$ cat src/rtl/deq_pkg.sv
package deq_pkg;

	// Ring size and derived widths
	localparam int DEPTH   = 1024;
	localparam int AW      = $clog2(DEPTH);
	localparam int COUNT_W = 11;

	typedef logic [AW-1:0]      idx_t;
	typedef logic [COUNT_W-1:0] count_t;
	typedef logic signed [31:0] word_t;
	typedef logic [2:0]         func_t;
	typedef logic [1:0]         status_t;

	localparam count_t DEPTH_COUNT = COUNT_W'(DEPTH);
	localparam word_t  NO_WORD     = '1;

	// Operation codes
	localparam func_t FN_NONE       = 3'd0;
	localparam func_t FN_PUSH_FRONT = 3'd1;
	localparam func_t FN_PUSH_BACK  = 3'd2;
	localparam func_t FN_POP_FRONT  = 3'd3;
	localparam func_t FN_POP_BACK   = 3'd4;

	// Status codes
	localparam status_t ST_OK        = 2'd0;
	localparam status_t ST_POP_EMPTY = 2'd1;
	localparam status_t ST_PUSH_FULL = 2'd2;

	// Store access for one cycle: one write, two prefetch reads
	typedef struct packed {
		logic  we;
		idx_t  waddr;
		word_t wdata;
		idx_t  raddr_a;
		idx_t  raddr_b;
	} mem_req_t;

	// Ring index step forward, wrapping
	function automatic idx_t idx_inc(input idx_t i);
		idx_t r;
		if (i == idx_t'(DEPTH - 1)) r = '0;
		else r = i + idx_t'(1);
		return r;
	endfunction

	// Ring index step backward, wrapping
	function automatic idx_t idx_dec(input idx_t i);
		idx_t r;
		if (i == '0) r = idx_t'(DEPTH - 1);
		else r = i - idx_t'(1);
		return r;
	endfunction

endpackage

$ cat src/rtl/deq_core.sv
module deq_core
	import deq_pkg::*;
(
	input  logic     clk,
	input  logic     arst_n,
	// item held in the input stage
	input  logic     item_valid,
	input  func_t    item_func,
	input  word_t    item_value,
	output logic     item_take,
	// store access
	output mem_req_t mem_req,
	input  word_t    second_front,
	input  word_t    second_back,
	// result register
	output logic     res_valid,
	input  logic     res_ready,
	output word_t    res_popped,
	output status_t  res_status,
	output count_t   res_count,
	output logic     res_empty,
	output word_t    res_front,
	output word_t    res_back
);

	// Queue pointers and cached end words
	idx_t   head_q, tail_q;
	count_t count_q;
	word_t  front_q, back_q;

	// Result register
	logic    res_valid_q;
	word_t   popped_q, front_out_q, back_out_q;
	status_t status_q;
	count_t  count_out_q;
	logic    empty_q;

	idx_t    n_head, n_tail;
	count_t  n_count;
	word_t   n_front, n_back, popped;
	status_t status;
	logic    we, full, empty;
	idx_t    waddr;

	assign item_take = item_valid && (!res_valid_q || res_ready);
	assign full      = (count_q == DEPTH_COUNT);
	assign empty     = (count_q == '0);

	// Next state for the item in the input stage
	always_comb begin
		n_head  = head_q;
		n_tail  = tail_q;
		n_count = count_q;
		n_front = front_q;
		n_back  = back_q;
		popped  = '0;
		status  = ST_OK;
		we      = 1'b0;
		waddr   = idx_dec(head_q);
		if (item_take) begin
			case (item_func)
				FN_PUSH_FRONT: begin
					if (full) begin
						status = ST_PUSH_FULL;
					end else begin
						n_head  = idx_dec(head_q);
						waddr   = n_head;
						we      = 1'b1;
						n_count = count_q + count_t'(1);
						n_front = item_value;
						if (empty) n_back = item_value;
					end
				end
				FN_PUSH_BACK: begin
					if (full) begin
						status = ST_PUSH_FULL;
					end else begin
						n_tail  = idx_inc(tail_q);
						waddr   = n_tail;
						we      = 1'b1;
						n_count = count_q + count_t'(1);
						n_back  = item_value;
						if (empty) n_front = item_value;
					end
				end
				FN_POP_FRONT: begin
					if (empty) begin
						popped = NO_WORD;
						status = ST_POP_EMPTY;
					end else begin
						popped  = front_q;
						n_head  = idx_inc(head_q);
						n_count = count_q - count_t'(1);
						n_front = second_front;
					end
				end
				FN_POP_BACK: begin
					if (empty) begin
						popped = NO_WORD;
						status = ST_POP_EMPTY;
					end else begin
						popped  = back_q;
						n_tail  = idx_dec(tail_q);
						n_count = count_q - count_t'(1);
						n_back  = second_back;
					end
				end
				default: begin
				end
			endcase
		end
	end

	// Prefetch the words next to both ends of the next state
	always_comb begin
		mem_req.we      = we;
		mem_req.waddr   = waddr;
		mem_req.wdata   = item_value;
		mem_req.raddr_a = idx_inc(n_head);
		mem_req.raddr_b = idx_dec(n_tail);
	end

	// Pointer and count state; tail trails head by one when empty
	always_ff @(posedge clk or negedge arst_n) begin
		if (!arst_n) begin
			head_q  <= '0;
			tail_q  <= idx_t'(DEPTH - 1);
			count_q <= '0;
		end else begin
			head_q  <= n_head;
			tail_q  <= n_tail;
			count_q <= n_count;
		end
	end

	always_ff @(posedge clk) begin
		front_q <= n_front;
		back_q  <= n_back;
	end

	// Result handshake
	always_ff @(posedge clk or negedge arst_n) begin
		if (!arst_n) begin
			res_valid_q <= 1'b0;
		end else if (item_take) begin
			res_valid_q <= 1'b1;
		end else if (res_ready) begin
			res_valid_q <= 1'b0;
		end
	end

	// Result payload
	always_ff @(posedge clk) begin
		if (item_take) begin
			popped_q    <= popped;
			status_q    <= status;
			count_out_q <= n_count;
			empty_q     <= (n_count == '0);
			front_out_q <= (n_count == '0) ? NO_WORD : n_front;
			back_out_q  <= (n_count == '0) ? NO_WORD : n_back;
		end
	end

	assign res_valid  = res_valid_q;
	assign res_popped = popped_q;
	assign res_status = status_q;
	assign res_count  = count_out_q;
	assign res_empty  = empty_q;
	assign res_front  = front_out_q;
	assign res_back   = back_out_q;

endmodule

$ cat config.mk
export PLATFORM = sky130hd
export DESIGN_NAME = deq_core
export DESIGN_NICKNAME = d
export VERILOG_FILES = /design/src/rtl/deq_pkg.sv /design/src/rtl/deq_core.sv
export SDC_FILE = /design/constraint.sdc
export NUM_CORES = 1
export LEC_CHECK = 0
export ABC_AREA = 1
export BUFFER_PORTS_ARGS = -buffer_cell sky130_fd_sc_hd__buf_2
export CAP_MARGIN = 20
export CORE_MARGIN = 10
export CORE_UTILIZATION = 50
export CTS_CLUSTER_SIZE = 40
export DETAILED_ROUTE_END_ITERATION = 10
export PLACE_DENSITY = 0.79
export SLEW_MARGIN = 5
export SYNTH_ARGS = -nofsm -noshare
export SYNTH_HDL_FRONTEND = slang
export SYNTH_SLANG_ARGS = --single-unit
$ cat constraint.sdc
create_clock -name clk -period 5.3 [get_ports clk]
set_input_delay 0.53 -clock clk [delete_from_list [all_inputs] [get_ports clk]]
set_output_delay 0.53 -clock clk [all_outputs]
set_load 0.005 [all_outputs]
==> parameters.txt, run 1 <==
Parameter                              Value

Global route
  Wire length of the first global-routing pass ... about 70 mm
  Congestion Overflow GR ... 0
  Pin count of the biggest net entering global routing ... roughly 130
  Overall global routing resource usage ... 0.257
  Initial antenna violation count ... 1
  Via count of the first global-routing pass ... about 13k

Clock tree
  Hold buffer count at CTS ... 0
  Num CTS Buffers ... 24
  Clock insertion delay at the later pin of the skew report ... about 0.52 ns
  Maximum clock insertion buffer count ... 3
  Root Buffer ... sky130_fd_sc_hd__clkbuf_16
  Resized Gates After CTS ... 0
  CTS tree ... built
  H-Tree Level Count ... 1
  Post-CTS setup-driven buffer insertion count ... 0
  Clk sink count ... between 200 and 250
  Clock-pin slew of the registers on the worst-case setup and hold paths ... 0.06 ns

Yosys
  Proportion of synthesized flip-flops having asynchronous set or reset ... 0.155
  Largest area contributor in the netlist ... sky130_fd_sc_hd__edfxtp_1
  Number of synthesis warnings ... 0
  Most used flip-flop cell after synthesis ... sky130_fd_sc_hd__edfxtp_1
  Distinct cell type count after synthesis ... 44
  Most numerous cell types in the synthesized netlist ... 365 x sky130_fd_sc_hd__nand2_1, 283 x sky130_fd_sc_hd__o21ai_0, 201 x sky130_fd_sc_hd__inv_1
  Count of flip-flops with a built-in enable after synthesis ... 110
  Synth Instances ... 1,798
  Syn_area_per_cell ... 7.25 µm²
  Area share of the leading cell type in the synthesized netlist ... 0.254
  Count leader, synth ... sky130_fd_sc_hd__nand2_1
  Flop and latch count out of synthesis ... 206
  Cell area after synthesis ... around 13,000 µm²
  Top area cells in the synthesized netlist ... sky130_fd_sc_hd__edfxtp_1 25%, sky130_fd_sc_hd__o21ai_0 11%, sky130_fd_sc_hd__nand2_1 11%
  Net count after synthesis ... roughly 1.9k
  Register area share after synthesis ... 0.414

Drt
  Total wire length ... 45.1 mm
  DR vias ... 13.6k
  Routed WL per cell ... 19.3 µm
  Number of nets still failing antenna checks after routing ... 0
  Violation count after the first detailed-routing iteration ... 1,712
  Drt via density ... just under 6
  Detailed-route DRC error count ... 0
  First-pass iteration count of the detailed router ... 6

Setup path
  Required time reported for the critical path endpoint ... 4.77 ns
  Critical Path End Type ... output pin
  Type of element launching the critical path ... register
  CP Class ... reg -> out
  Critical path fanouts, max ... between 40 and 50
  Arrival time reported for the critical path endpoint ... about 4.2 ns

Placement
  Placer congestion estimate ... 0.951
  Pre-CTS setup slack ... between 1 and 1.5 ns
  Cell area after placement ... 14,200 µm²
  Placed cell count ... 2,287
  Number of port buffers ... between 200 and 300
  Detail Placement HPWL ... 30.9 mm

STA
  Final worst path period share ... 0.889
  Worst hold margin ... 0.0960 ns
  Slew Limit Fails ... 0
  Slew at the pin closest to its max-slew limit ... just over 0.9 ns
  Max-Slew Margin vs Limit ... 0.393
  Worst clock skew on the final layout ... between 0.01 and 0.015 ns
  Time the worst path needs with I/O delays and setup ... between 4 and 5 ns
  Final hold violation count ... 0
  Setup ws final ... roughly 0.59 ns
  Maximum clock frequency ... ~210 MHz
  Unrepaired setup endpoints after global routing ... false
  Final sum of negative setup slack ... 0 ns
  Final setup violating endpoints ... 0

Floorplanning
  Die height ... between 150 and 200 µm
  Initial core utilization ... 0.504
  Std cell rows ... 59
  Total Die Area ... ~33,000 µm²
  I/O pin count ... 278
  Core Box Area ... approximately 26,000 µm²
  Die Span X ... about 180 µm

Power
  Seq pwr share ... 0.390
  Post-layout power ... slightly above 6 mW
  Total net switching power ... between 2 and 2.5 mW
  Fraction of power spent switching nets ... 0.368
  Clk pwr share ... 0.288
  IR drop worst, VDD ... roughly 0.32 mV
  Leak Pwr ... around 7.3 nW
  Cell internal pwr ... about 3.9 mW
  Power per cell area ... about 410 nW/µm²
  Combinational share of power ... 0.322

Hold path
  Hold/Removal Path Class ... in -> async

Final layout
  Ratio of cells with drive above 1 in the final layout ... 0.206
  N_diodes ... 0
  Area growth from synthesis to final layout ... 15.6%
  Final cell utilization of the core ... 0.583
  Fin nets ... approximately 2.1k
  Final Non-Filler Cells ... roughly 2.3k
  Finished Cell Area ... about 15,000 µm²

Run
  Max cap viols ... 0

Outcome
  Run status ... finished, final reports clean
## cell type report
cell class                      instances  area, µm²
Clock buffer                           34        659
Tap cell                              335        419
Inverter                              209        790
Clock inverter                         10        179
Multi-Input combinational cell       1244       6100
Sequential cell                       206       5400
Timing Repair Buffer                  293       1520
Fill cell                            2387      10800
## worst max-delay path, cell delays in order (launching register included)
cell                       delay, ns
sky130_fd_sc_hd__dfrtp_1        0.46
sky130_fd_sc_hd__inv_1          0.11
sky130_fd_sc_hd__ha_1           0.27
sky130_fd_sc_hd__nand2_1        0.10
sky130_fd_sc_hd__nor2_2         0.49
sky130_fd_sc_hd__nand2_4        0.50
sky130_fd_sc_hd__nand3_1        0.18
sky130_fd_sc_hd__o211ai_1       0.10
sky130_fd_sc_hd__nand3_1        0.11
sky130_fd_sc_hd__nand2_1        0.05
sky130_fd_sc_hd__inv_1          0.18
sky130_fd_sc_hd__ha_1           0.22
sky130_fd_sc_hd__nand3_1        0.10
sky130_fd_sc_hd__nor2_1         0.19
sky130_fd_sc_hd__nand3_1        0.16
sky130_fd_sc_hd__nor2_2         0.23
sky130_fd_sc_hd__nor2_1         0.07
sky130_fd_sc_hd__buf_2          0.13
## per-layer routing
layer	GRT usage	part of all wire	up-vias
li1	-	-	6405
met1	0.336	0.40	6210
met2	0.415	0.46	845
met3	0.0441	0.10	125
met4	0.0999	0.036	2
met5	0	0.00040	-
## placed cells by master (no fill, tap or decap), types with 36 or more instances in the layout
master	synthesis	routed
sky130_fd_sc_hd__nand3_1	122	121
sky130_fd_sc_hd__edfxtp_1	110	110
sky130_fd_sc_hd__or2_2	36	36
sky130_fd_sc_hd__buf_2	14	277
sky130_fd_sc_hd__inv_1	201	199
sky130_fd_sc_hd__o22ai_1	104	104
sky130_fd_sc_hd__nor2_1	171	171
sky130_fd_sc_hd__nand2_1	365	363
sky130_fd_sc_hd__o21ai_0	283	283
sky130_fd_sc_hd__dfxtp_1	64	64
## state kept, by name, indices dropped and copies added, names as in the netlist
signal      flops
res_count      11
front_q        32
head_q         10
count_q        11
back_q         32
res_status      2
res_popped     32
res_valid       1
res_back       32
res_front      32
res_empty       1
tail_q         10
## kinds of logic (layout without fill, tap and decap cells)
| logic type | after synthesis | in the layout | synth area share |
|---|---|---|---|
| and+or+nand+nor | 753 | 753 | 0.248 |
| AOI/OAI and AO/OA | 464 | 464 | 0.197 |
| buffers and inverters | 348 | 546 | 0.119 |
| DFF | 206 | 206 | 0.414 |
| xor gates and xnor gates | 18 | 18 | 0.0121 |
| adders and majority gates | 9 | 9 | 0.00864 |
## path summary, 6_finish.rpt
kind,from,endpoint,slack (ns),cells after the start
max,count_q[0]$_DFF_PN0_,mem_req[17],0.59,17
min in group clk,res_ready,res_valid$_DFFE_PN0P_,0.28,4
max reg2reg,count_q[0]$_DFF_PN0_,res_back[21]$_SDFFCE_PP1P_,1.28,13
min,arst_n,head_q[9]$_DFF_PN0_,0.1,1
max in group asynchronous,arst_n,count_q[9]$_DFF_PN0_,4.71,1
min reg2reg,back_q[25]$_DFF_P_,back_q[25]$_DFF_P_,0.50,2
## power by group through the flow
stage / Clock (mW) / Combinational [mW] / Sequential, mW
finish: 1.79 / 2.00 / 2.42
global route: 1.86 / 2.27 / 2.47
CTS: 1.80 / 1.99 / 2.41
detailed placement: 0 / 1.98 / 2.44
global placement: 0 / 1.96 / 2.43
floorplan: 0 / 1.42 / 2.30
Note: power is estimated with default switching activity, not from simulation.
==> run 2: changes to the inputs <==
CELL_PAD_IN_SITES_DETAIL_PLACEMENT = 2   (was not set)
CELL_PAD_IN_SITES_GLOBAL_PLACEMENT = 2   (was not set)
CORE_UTILIZATION = 28   (was 50)
==> parameters.txt, run 2 (synthesis results as in run 1) <==
Parameter                              Value

Final layout
  Final Non-Filler Cells ... about 2.6k
  Commonest non-fill, non-tap cell in the layout ... sky130_fd_sc_hd__nand2_1
  Ratio of cells with drive above 1 in the final layout ... 0.213
  Most used cells in the layout excluding fill and tap cells ... 363 x sky130_fd_sc_hd__nand2_1, 283 x sky130_fd_sc_hd__o21ai_0, 277 x sky130_fd_sc_hd__buf_2, 199 x sky130_fd_sc_hd__inv_1, 171 x sky130_fd_sc_hd__nor2_1
  N_diodes ... 0
  Area growth from synthesis to final layout ... 19.7%
  Layout fillers ... around 5.4k
  Fin nets ... roughly 2.1k

Clock tree
  Clock insertion delay at the later pin of the skew report ... 0.59 ns
  H-Tree Level Count ... 1
  Num CTS Buffers ... 29
  Maximum clock insertion buffer count ... 3
  Root Buffer ... sky130_fd_sc_hd__clkbuf_16
  Post-CTS setup-driven buffer insertion count ... 0
  Clock-pin slew of the registers on the worst-case setup and hold paths ... approximately 0.06 ns
  Clk sink count ... ~200
  CTS tree ... built
  Resized Gates After CTS ... 0
  Hold buffer count at CTS ... 0

Floorplanning
  Die height ... roughly 240 µm
  I/O pin count ... between 200 and 300
  Die Span X ... around 240 µm
  Core Box Area ... around 46,000 µm²
  Std cell rows ... 78
  Total Die Area ... between 50,000 and 60,000 µm²
  Initial core utilization ... 0.285

Setup path
  Critical path fanouts, max ... 61
  Crit path from ... count_q[0]$_DFF_PN0_
  Required time reported for the critical path endpoint ... between 4 and 5 ns
  Reg-to-Reg End ... res_back[29]$_SDFFCE_PP1P_
  Critical Path End Type ... output pin
  Register-to-register setup slack ... between 1 and 1.5 ns
  CP Class ... reg -> out
  Number of cells on the worst reg-to-reg path ... 13
  Arrival time reported for the critical path endpoint ... between 4 and 5 ns
  Reg-to-reg critical path startpoint ... count_q[0]$_DFF_PN0_
  Type of element launching the critical path ... register

Outcome
  Run status ... finished, final reports clean

Drt
  Drt via density ... roughly 5.3
  Total wire length ... between 50 and 60 mm
  DR vias ... roughly 14k
  Violation count after the first detailed-routing iteration ... between 800 and 900
  Number of nets still failing antenna checks after routing ... 0
  Detailed-route DRC error count ... 0
  First-pass iteration count of the detailed router ... 5
  Routed WL per cell ... about 23 µm

STA
  Final hold violation count ... 0
  Maximum clock frequency ... 205 MHz
  Max-Slew Margin vs Limit ... 0.394
  Final sum of negative setup slack ... 0 ns
  Final worst path period share ... 0.919
  Worst clock skew on the final layout ... roughly 0.014 ns
  Slew Limit Fails ... 0
  Time the worst path needs with I/O delays and setup ... a little under 5 ns
  Slew at the pin closest to its max-slew limit ... a little over 0.9 ns
  Final setup violating endpoints ... 0
  Unrepaired setup endpoints after global routing ... false

Hold path
  Hold/Removal Path Class ... in -> async

Power
  Power per cell area ... roughly 430 nW/µm²
  IR drop worst, VDD ... 0.240 mV
  Leak Pwr ... 7.39 nW

Placement
  Number of port buffers ... between 200 and 300
  Placer congestion estimate ... approximately 0.88
  Placed cell count ... about 2.6k
  Detail Placement HPWL ... 42.4 mm

Global route
  Grt peak-use layer ... met2
  Pin count of the biggest net entering global routing ... 86
  Initial antenna violation count ... 1
  Via count of the first global-routing pass ... between 15k and 20k
  Wire length of the first global-routing pass ... 91.1 mm
  Overall global routing resource usage ... 0.204
  Global routing met3 resource utilization ... 0.0407
  Met2 Use GR ... 0.359
  Congestion Overflow GR ... 0
  Met1 Resource Use GR ... 0.249

Run
  Max cap viols ... 0
## run 2: cell count changes in the layout (fill, tap and decap cells not counted), sizes merged
cell,change
clkbuf,+2
clkinv,+7
bufinv,-1
buf,+3
inv,+2
## run 2: per-stage QoR
stage / setup slack, ns / power [mW] / hold WS (ns) / utilization / cell area [µm²]
global route: 0.0859 / 7.08 / 0.131 / 0.341 / 15600
CTS: 0.0208 / 6.72 / 0.0784 / 0.341 / 15600
floorplan: 1.46 / 3.72 / 0.234 / - / 13000
detailed placement: 0.657 / 4.62 / 0.497 / 0.319 / 14600
finish: 0.429 / 6.65 / 0.0873 / 0.341 / 15600
global placement: 0.980 / 4.50 / 0.475 / 0.319 / 14600
## run 2: cell type report
| class | count | area (µm²) | share of cell area |
|---|---|---|---|
| multi-input combinational | 1244 | 6130 | 0.393 |
| sequential | 206 | 5400 | 0.346 |
| timing repair buffer | 296 | 1530 | 0.0980 |
| inverter | 209 | 792 | 0.0508 |
| clock buffer | 36 | 782 | 0.0501 |
| tap | 600 | 751 | 0.0481 |
| clock inverter | 18 | 210 | 0.0135 |
## run 2: layer usage
metal	up-vias	wire length, µm
met2	369	29200
li1	6423	-
met4	2	1390
met3	77	3140
met5	-	18
met1	6957	25900
## run 2: power breakdown
group / internal, mW / total (mW) / switching (mW)
Clock: 1.24 / 2.04 / 0.799
Sequential: 2.09 / 2.45 / 0.368
Combinational: 0.739 / 2.16 / 1.42
Total: 4.07 / 6.65 / 2.58
## run 2: worst max path at each step
stage            endpoint  slack, ns  cells after the start
2_1_floorplan  mem_req[8]       1.46                     13
3_3_place_gp   mem_req[8]       0.98                     19
3_5_place_dp   mem_req[8]       0.66                     19
4_1_cts        mem_req[8]       0.02                     19
5_1_grt        mem_req[8]       0.09                     19
6_report       mem_req[8]       0.43                     19
## run 2: worst max-delay path, stage by stage, from the launching register on
cell	delay [ns]
sky130_fd_sc_hd__dfrtp_1	0.48
sky130_fd_sc_hd__inv_1	0.12
sky130_fd_sc_hd__ha_1	0.25
sky130_fd_sc_hd__nand2_1	0.12
sky130_fd_sc_hd__nor2_4	0.44
sky130_fd_sc_hd__nand2_8	0.41
sky130_fd_sc_hd__inv_4	0.27
sky130_fd_sc_hd__nand2_1	0.08
sky130_fd_sc_hd__nand3_1	0.08
sky130_fd_sc_hd__o21ai_0	0.10
sky130_fd_sc_hd__nor2_1	0.34
sky130_fd_sc_hd__ha_1	0.22
sky130_fd_sc_hd__inv_1	0.05
sky130_fd_sc_hd__nor2_1	0.14
sky130_fd_sc_hd__nand2_1	0.12
sky130_fd_sc_hd__inv_1	0.14
sky130_fd_sc_hd__nand2_1	0.08
sky130_fd_sc_hd__nand2_1	0.07
sky130_fd_sc_hd__nand3_1	0.07
sky130_fd_sc_hd__buf_2	0.13
